## config.mk

```make
export PLATFORM = sky130hd
export DESIGN_NAME = gc_time_token_bucket
export DESIGN_NICKNAME = d
export VERILOG_FILES = /design/src/hw/rtl/gctb_pkg.sv /design/src/hw/rtl/gctb_span.sv /design/src/hw/rtl/gctb_drain.sv /design/src/hw/rtl/gctb_bucket.sv /design/src/hw/rtl/gc_time_token_bucket.sv
export SDC_FILE = /design/constraint.sdc
export NUM_CORES = 2
export LEC_CHECK = 0
export ABC_CLOCK_PERIOD_IN_PS = 8880
export BUFFER_PORTS_ARGS = -buffer_cell sky130_fd_sc_hd__buf_4
export CAP_MARGIN = 20
export CORE_UTILIZATION = 58
export CTS_CLUSTER_SIZE = 25
export DETAILED_ROUTE_END_ITERATION = 6
export GPL_ROUTABILITY_DRIVEN = 1
export GPL_TIMING_DRIVEN = 0
export PLACE_DENSITY = 0.75
export SYNTH_ARGS = -nofsm -noshare
export SYNTH_HDL_FRONTEND = slang
export SYNTH_SLANG_ARGS = --single-unit
```

## constraint.sdc

```tcl
create_clock -name i_clk -period 8.88 [get_ports i_clk]
set_input_delay 1.776 -clock i_clk [delete_from_list [all_inputs] [get_ports i_clk]]
set_output_delay 1.776 -clock i_clk [all_outputs]
set_load 0.05 [all_outputs]
```

## src/hw/rtl/gctb_pkg.sv

```systemverilog
// Shared types, codes and constants for the busy-time token bucket.
package gctb_pkg;

    localparam int TS_W     = 64;
    localparam int WEIGHT_W = 8;
    localparam int PROD_W   = TS_W + WEIGHT_W;
    localparam int IDX_W    = 2;

    localparam logic [TS_W-1:0]     LEVEL_MAX         = {TS_W{1'b1}};
    localparam logic [TS_W-1:0]     EXCESS_THR_RESET  = 64'd30_000_000_000;
    localparam logic [WEIGHT_W-1:0] IDLE_WEIGHT_RESET = 8'd5;
    localparam logic [TS_W-1:0]     WARN_THR_RESET    = {TS_W{1'b1}};

    // event kinds
    localparam logic ACT_START  = 1'b0;
    localparam logic ACT_FINISH = 1'b1;

    // configuration register indexes
    localparam logic [IDX_W-1:0] REG_EXCESS_THR  = 2'd0;
    localparam logic [IDX_W-1:0] REG_IDLE_WEIGHT = 2'd1;
    localparam logic [IDX_W-1:0] REG_WARN_THR    = 2'd2;

    typedef enum logic [1:0] {
        VERDICT_NONE   = 2'd0,
        VERDICT_WARN   = 2'd1,
        VERDICT_EXCESS = 2'd2
    } t_verdict;

    // measured interval, leaving the front stage
    typedef struct packed {
        logic            action;
        logic [TS_W-1:0] span;
    } t_span_item;

    // amount to add to or drain from the bucket
    typedef struct packed {
        logic            action;
        logic [TS_W-1:0] delta;
    } t_delta_item;

endpackage

```

## src/hw/rtl/gctb_span.sv

```systemverilog
// Front stage: event timestamps and interval measurement.
module gctb_span (
    input  logic                    i_clk,
    input  logic                    i_rst_n,
    input  logic                    i_valid,
    output logic                    o_ready,
    input  logic                    i_action,
    input  logic [63:0]             i_timestamp_ns,
    output logic                    o_valid,
    input  logic                    i_ready,
    output gctb_pkg::t_span_item    o_item
);
    import gctb_pkg::*;

    logic            r_valid;
    t_span_item      r_item;
    logic [TS_W-1:0] r_began_at;
    logic [TS_W-1:0] r_ended_at;
    logic [TS_W-1:0] w_from;
    logic [TS_W-1:0] w_span;
    logic            w_accept;

    assign o_ready  = !r_valid || i_ready;
    assign w_accept = i_valid && o_ready;

    // start measures idle time from last finish, finish measures busy time
    assign w_from = (i_action == ACT_FINISH) ? r_began_at : r_ended_at;
    // time going backwards counts as zero
    assign w_span = (i_timestamp_ns >= w_from) ? (i_timestamp_ns - w_from) : '0;

    always_ff @(posedge i_clk) begin
        if (!i_rst_n) begin
            r_valid    <= 1'b0;
            r_began_at <= '0;
            r_ended_at <= '0;
        end else begin
            if (w_accept) begin
                r_valid <= 1'b1;
                if (i_action == ACT_FINISH) begin
                    r_ended_at <= i_timestamp_ns;
                end else begin
                    r_began_at <= i_timestamp_ns;
                end
            end else if (i_ready) begin
                r_valid <= 1'b0;
            end
        end
    end

    always_ff @(posedge i_clk) begin
        if (w_accept) begin
            r_item.action <= i_action;
            r_item.span   <= w_span;
        end
    end

    assign o_valid = r_valid;
    assign o_item  = r_item;

endmodule

```

## src/hw/rtl/gctb_drain.sv

```systemverilog
// Middle stage: weights idle time into a saturated drain amount; busy time passes unchanged.
module gctb_drain (
    input  logic                    i_clk,
    input  logic                    i_rst_n,
    input  logic [7:0]              i_idle_weight,
    input  logic                    i_valid,
    output logic                    o_ready,
    input  gctb_pkg::t_span_item    i_item,
    output logic                    o_valid,
    input  logic                    i_ready,
    output gctb_pkg::t_delta_item   o_item
);
    import gctb_pkg::*;

    logic              r_valid;
    t_delta_item       r_item;
    logic [PROD_W-1:0] w_prod;
    logic [TS_W-1:0]   w_drain;
    logic [TS_W-1:0]   w_delta;
    logic              w_accept;

    assign o_ready  = !r_valid || i_ready;
    assign w_accept = i_valid && o_ready;

    assign w_prod  = {{WEIGHT_W{1'b0}}, i_item.span} * {{TS_W{1'b0}}, i_idle_weight};
    assign w_drain = (|w_prod[PROD_W-1:TS_W]) ? LEVEL_MAX : w_prod[TS_W-1:0];
    assign w_delta = (i_item.action == ACT_FINISH) ? i_item.span : w_drain;

    always_ff @(posedge i_clk) begin
        if (!i_rst_n) begin
            r_valid <= 1'b0;
        end else if (w_accept) begin
            r_valid <= 1'b1;
        end else if (i_ready) begin
            r_valid <= 1'b0;
        end
    end

    always_ff @(posedge i_clk) begin
        if (w_accept) begin
            r_item.action <= i_item.action;
            r_item.delta  <= w_delta;
        end
    end

    assign o_valid = r_valid;
    assign o_item  = r_item;

endmodule

```

## src/hw/rtl/gctb_bucket.sv

```systemverilog
// Final stage: bucket level, threshold checks and the result register.
module gctb_bucket (
    input  logic                    i_clk,
    input  logic                    i_rst_n,
    input  logic [63:0]             i_excess_thr,
    input  logic [63:0]             i_warn_thr,
    input  logic                    i_valid,
    output logic                    o_ready,
    input  gctb_pkg::t_delta_item   i_item,
    output logic                    o_valid,
    input  logic                    i_ready,
    output logic [63:0]             o_bucket_level,
    output logic [1:0]              o_verdict,
    output logic                    o_tripped
);
    import gctb_pkg::*;

    logic            r_valid;
    logic [TS_W-1:0] r_bucket;
    logic            r_latched;
    logic [TS_W-1:0] r_level;
    t_verdict        r_verdict;
    logic            r_tripped;

    logic [TS_W:0]   w_sum;
    logic [TS_W-1:0] n_bucket;
    t_verdict        n_verdict;
    logic            n_latched;
    logic            w_accept;

    assign o_ready  = !r_valid || i_ready;
    assign w_accept = i_valid && o_ready;

    assign w_sum = {1'b0, r_bucket} + {1'b0, i_item.delta};

    always_comb begin
        n_bucket  = r_bucket;
        n_verdict = VERDICT_NONE;
        n_latched = r_latched;
        if (i_item.action == ACT_FINISH) begin
            n_bucket = w_sum[TS_W] ? LEVEL_MAX : w_sum[TS_W-1:0];
            priority if (n_bucket > i_excess_thr) begin
                n_verdict = VERDICT_EXCESS;
                n_latched = 1'b1;
            end else if (n_bucket > i_warn_thr) begin
                n_verdict = VERDICT_WARN;
            end else begin
                n_verdict = VERDICT_NONE;
            end
        end else begin
            // drain floors at zero
            n_bucket = (i_item.delta > r_bucket) ? '0 : (r_bucket - i_item.delta);
        end
    end

    always_ff @(posedge i_clk) begin
        if (!i_rst_n) begin
            r_valid   <= 1'b0;
            r_bucket  <= '0;
            r_latched <= 1'b0;
        end else if (w_accept) begin
            r_valid   <= 1'b1;
            r_bucket  <= n_bucket;
            r_latched <= n_latched;
        end else if (i_ready) begin
            r_valid <= 1'b0;
        end
    end

    always_ff @(posedge i_clk) begin
        if (w_accept) begin
            r_level   <= n_bucket;
            r_verdict <= n_verdict;
            r_tripped <= n_latched;
        end
    end

    assign o_valid        = r_valid;
    assign o_bucket_level = r_level;
    assign o_verdict      = r_verdict;
    assign o_tripped      = r_tripped;

endmodule

```

## src/hw/rtl/gc_time_token_bucket.sv

```systemverilog
// Busy-time token bucket limiter: top level with configuration registers.
// Takes one start/finish event per cycle while the pipeline is not stalled and
// returns one result per event through three registered stages. Stage one
// measures the interval against the stored start/finish timestamps, stage two
// applies the 64x8 saturating idle-weight multiply, stage three updates the
// bucket and checks the thresholds; the bucket register feeding back into
// its own add/subtract is the one loop and sets the one-event-per-cycle rate.
// Each stage holds its data only while the stage after it is full and
// stalled, so bubbles close up. Configuration writes take effect at once and
// are meant to be made while no event is in flight.
module gc_time_token_bucket (
    input  logic        i_clk,
    input  logic        i_rst_n,
    input  logic        i_cfg_wr_en,
    input  logic [1:0]  i_cfg_index,
    input  logic [63:0] i_cfg_wdata,
    input  logic        i_valid,
    output logic        o_ready,
    input  logic        i_action,
    input  logic [63:0] i_timestamp_ns,
    output logic        o_valid,
    input  logic        i_ready,
    output logic [63:0] o_bucket_level,
    output logic [1:0]  o_verdict,
    output logic        o_tripped
);
    import gctb_pkg::*;

    logic [TS_W-1:0]     r_excess_thr;
    logic [WEIGHT_W-1:0] r_idle_weight;
    logic [TS_W-1:0]     r_warn_thr;

    logic        w_span_valid;
    logic        w_span_ready;
    t_span_item  w_span_item;
    logic        w_delta_valid;
    logic        w_delta_ready;
    t_delta_item w_delta_item;

    always_ff @(posedge i_clk) begin
        if (!i_rst_n) begin
            r_excess_thr  <= EXCESS_THR_RESET;
            r_idle_weight <= IDLE_WEIGHT_RESET;
            r_warn_thr    <= WARN_THR_RESET;
        end else if (i_cfg_wr_en) begin
            unique case (i_cfg_index)
                REG_EXCESS_THR:  r_excess_thr  <= i_cfg_wdata;
                REG_IDLE_WEIGHT: r_idle_weight <= i_cfg_wdata[WEIGHT_W-1:0];
                REG_WARN_THR:    r_warn_thr    <= i_cfg_wdata;
                default: ;
            endcase
        end
    end

    gctb_span u_span (
        .i_clk          (i_clk),
        .i_rst_n        (i_rst_n),
        .i_valid        (i_valid),
        .o_ready        (o_ready),
        .i_action       (i_action),
        .i_timestamp_ns (i_timestamp_ns),
        .o_valid        (w_span_valid),
        .i_ready        (w_span_ready),
        .o_item         (w_span_item)
    );

    gctb_drain u_drain (
        .i_clk         (i_clk),
        .i_rst_n       (i_rst_n),
        .i_idle_weight (r_idle_weight),
        .i_valid       (w_span_valid),
        .o_ready       (w_span_ready),
        .i_item        (w_span_item),
        .o_valid       (w_delta_valid),
        .i_ready       (w_delta_ready),
        .o_item        (w_delta_item)
    );

    gctb_bucket u_bucket (
        .i_clk          (i_clk),
        .i_rst_n        (i_rst_n),
        .i_excess_thr   (r_excess_thr),
        .i_warn_thr     (r_warn_thr),
        .i_valid        (w_delta_valid),
        .o_ready        (w_delta_ready),
        .i_item         (w_delta_item),
        .o_valid        (o_valid),
        .i_ready        (i_ready),
        .o_bucket_level (o_bucket_level),
        .o_verdict      (o_verdict),
        .o_tripped      (o_tripped)
    );

endmodule

```

==> results.json <==
{
  "status": "finished with violations",
  "violations": "design-rule violations",
  "first_pass_iters": 7,
  "min_to": "u_span.r_ended_at[0]",
  "maxClockFrequency_mhz": 117,
  "grt_pass1_wl_um": 253000,
  "worstSetupPathType": "reg -> reg",
  "cts_tree": "yes",
  "rsz0062_at_grt": "no",
  "ctsHoldBuffers": 0,
  "syn_inst": 6131,
  "whs_path_depth": 2,
  "synthArstFlopShare_pct": 0,
  "track_usage_pct": 36.4,
  "layout-drive-gt1-share_pct": 6.20,
  "grt_antenna_before_repair": 2,
  "synth_compound_area_share_pct": 18.3,
  "routabilityCongestion": 0.996,
  "yosysUniqueCellTypes": 88,
  "ys_seq_area_share_pct": 24.6,
  "crit_fanout": 10,
  "gr-total-overflow": 0,
  "setup_slack_ps": 304,
  "yosysTopAreaCell": "fa_1",
  "drt_iter0_markers": 4144,
  "setup_viol": 0,
  "clock-sinks": 529,
  "h-tree-depth": 2,
  "rrSetupSlack_ps": 300,
  "final_cell_mix": "824 x nand2_1, 661 x inv_1, 537 x a21oi_1",
  "slew_violations": 0,
  "cts_root_buf": "clkbuf_16",
  "path_clk_slew_ps": 60,
  "grt_pass1_vias": 44600,
  "start_util_pct": 58.7,
  "nets": 7328,
  "io_pins": 205,
  "die_w_um": 299,
  "p_total_mw": 10.3,
  "finClkSkew_ps": 19.3,
  "required_ps": 9280,
  "numCtsBuffers": 58,
  "synth_top_family_by_area": "adder cells",
  "ys_seq_elements": 529,
  "areaGrowthSynthToFinish_pct": 10.0,
  "synth_fa_ha_area_share_pct": 24.8,
  "row_count": 108,
  "final_common_cell": "nand2_1",
  "vias": 45500,
  "avgSynthCellArea_um2": 8.32,
  "routedWlPerCell_um": 21.5,
  "hold_viol": 0,
  "die_area_um2": 89200,
  "cp-start-kind": "flop",
  "relSlewSlack_pct": 19.6,
  "r2r-start": "r_idle_weight[3]",
  "cp-end-kind": "flop",
  "p_per_area_nw_per_um2": 184,
  "synth_ff_type": "dfxtp_1",
  "post-route-util_pct": 64.6,
  "synth_area_um2": 51000,
  "grt_max_degree": 47,
  "drt_wl_total_um": 163000,
  "min_path_type": "reg -> reg",
  "rr_endpoint": "u_drain.o_item[53]",
  "synth_edf_count": 197,
  "coreArea_um2": 86900,
  "yosys.area_share.simple_pct": 19.5,
  "ir_worst_vdd_v": 0.000170,
  "period_needed_ps": 8580,
  "whs_ps": 452,
  "post_cts_resized": 0,
  "ys_top_cells_by_area": "fa_1 15%, dfxtp_1 13%, edfxtp_1 12%, ha_1 10%, nand2_1 6.1%",
  "ant_nets": 0,
  "dp_hpwl_um": 132000,
  "ys_warn_count": 0,
  "worst_r2r_path_depth": 23,
  "synth-xor-area-share_pct": 3.98,
  "maxCapViolCount": 0,
  "finalCritPeriodShare_pct": 96.6,
  "die_h_um": 299,
  "clk_latency_ps": 690,
  "synthesis.nets": 7054,
  "io_buffers": 204,
  "cellLeakagePower_nw": 25.1,
  "synth.area.mux_share_pct": 1.51,
  "dp_slack_ps": 353,
  "cts_setup_buffers": 0,
  "drcViolationCount": 1,
  "worstPathArrival_ps": 8980,
  "tightest_slew_ps": 1210,
  "viasPerCell": 5.97,
  "yosys.area.top_type_share_pct": 14.7,
  "setup-tns-final_ps": 0,
  "clockBufferDepth": 3,
  "hp-start": "u_span.r_ended_at[0]"
}
[cells in the mapped netlist, drive strengths merged, types with 10 or more instances]
| cell | instances |
|---|---|
| nand3 | 63 |
| o21a | 36 |
| edfxtp | 197 |
| nor3 | 86 |
| o21ai | 223 |
| a21oi | 540 |
| nand2b | 50 |
| a31oi | 50 |
| fa | 375 |
| clkbuf | 261 |
| buf | 42 |
| a21o | 126 |
| or3 | 16 |
| nand4 | 86 |
| and3 | 21 |
| dfxtp | 332 |
| o41ai | 10 |
| ha | 412 |
| a22o | 20 |
| a21boi | 16 |
| and4 | 10 |
| o31ai | 43 |
| nor4 | 41 |
| inv | 663 |
| nand2 | 824 |
| nor2b | 49 |
| a2111oi | 10 |
| or2 | 15 |
| xor2 | 61 |
| a211oi | 34 |
| mux2i | 76 |
| o31a | 16 |
| o22ai | 10 |
| o211ai | 100 |
| a221oi | 14 |
| xnor2 | 170 |
| o21bai | 56 |
| and2 | 437 |
| a2bb2oi | 54 |
| a41oi | 15 |
| nor2 | 359 |
[how the worst max path moves through the flow]
stage                    endpoint              from  slack, ps
6_report       u_drain.o_item[53]  r_idle_weight[3]        300
5_1_grt        u_drain.o_item[52]  r_idle_weight[6]        140
4_1_cts        u_drain.o_item[52]  r_idle_weight[6]        350
3_5_place_dp   u_drain.o_item[52]  r_idle_weight[6]        350
3_3_place_gp   u_drain.o_item[52]  r_idle_weight[3]       -180
2_1_floorplan   u_drain.o_item[0]           i_ready       1700
[where the power goes]
| part | total, mW | internal [mW] | leakage, nW | switching, mW |
|---|---|---|---|---|
| clock network | 2.50 | 1.43 | 0.976 | 1.08 |
| logic | 4.88 | 1.78 | 19.5 | 3.10 |
| registers | 2.94 | 2.74 | 4.58 | 0.208 |
| total | 10.3 | 5.94 | 25.1 | 4.38 |
[logic make-up after synthesis]
kind of cell / after synthesis
muxes: 77
adders and majority gates: 787
buffers and inverters: 974
AOI/OAI and AO/OA: 1451
DFF: 529
and+or+nand+nor: 2082
xor gates and xnor gates: 231
[routing by layer]
layer,global-route usage [%],wire length [um],vias to the layer above
met5,0,0,-
met4,18.2,9020,0
met3,4.37,12600,391
met2,59.5,74900,2032
met1,47.6,66800,21700
li1,-,-,21300
[worst max-delay path: stages (launching register included)]
cell and delay [ps]:
dfxtp_1 360, clkbuf_1 790, clkbuf_1 590, and2_1 260
fa_1 450, fa_1 480, fa_1 540, inv_1 60
fa_1 560, inv_1 50, ha_1 270, clkbuf_1 290
nand4_1 290, nor3_1 580, nor4b_1 320, a31oi_1 150
a31oi_1 430, xor2_1 110, nor4_1 260, nand4_1 210
nor4_1 430, buf_2 270, buf_2 330, a2bb2oi_1 190
[through the flow]
stage,cells,instance area [um^2]
3_5_place_dp,7499,54200
3_3_place_gp,7490,54000
6_report,7609,56100
5_1_grt,7609,56100
2_1_floorplan,6131,51000
4_1_cts,7607,56100
[state kept, by name, indices dropped and copies added (netlist names)]
name                     flops
u_bucket.o_verdict           2
u_bucket.o_bucket_level     64
r_warn_thr                  64
r_idle_weight                8
u_bucket.o_valid             1
u_drain.o_valid              1
u_bucket.r_bucket           64
u_span.r_ended_at           64
u_bucket.r_latched           1
u_span.r_began_at           64
u_bucket.o_tripped           1
u_drain.o_item              65
u_span.o_item               65
u_span.o_valid               1
r_excess_thr                64
[cell type report]
type                    count  area [um^2]
plain buffers             303         1190
well taps                1155         1450
flip-flops and latches    529        12600
clock inverters            26          285
fillers                  7653        30700
inverters                 671         2520
multi-input cells        4628        34800
clock buffers              82         1690
diodes                      1         2.50
repair buffers            214         1680
Note: power is estimated with default switching activity, not from simulation.
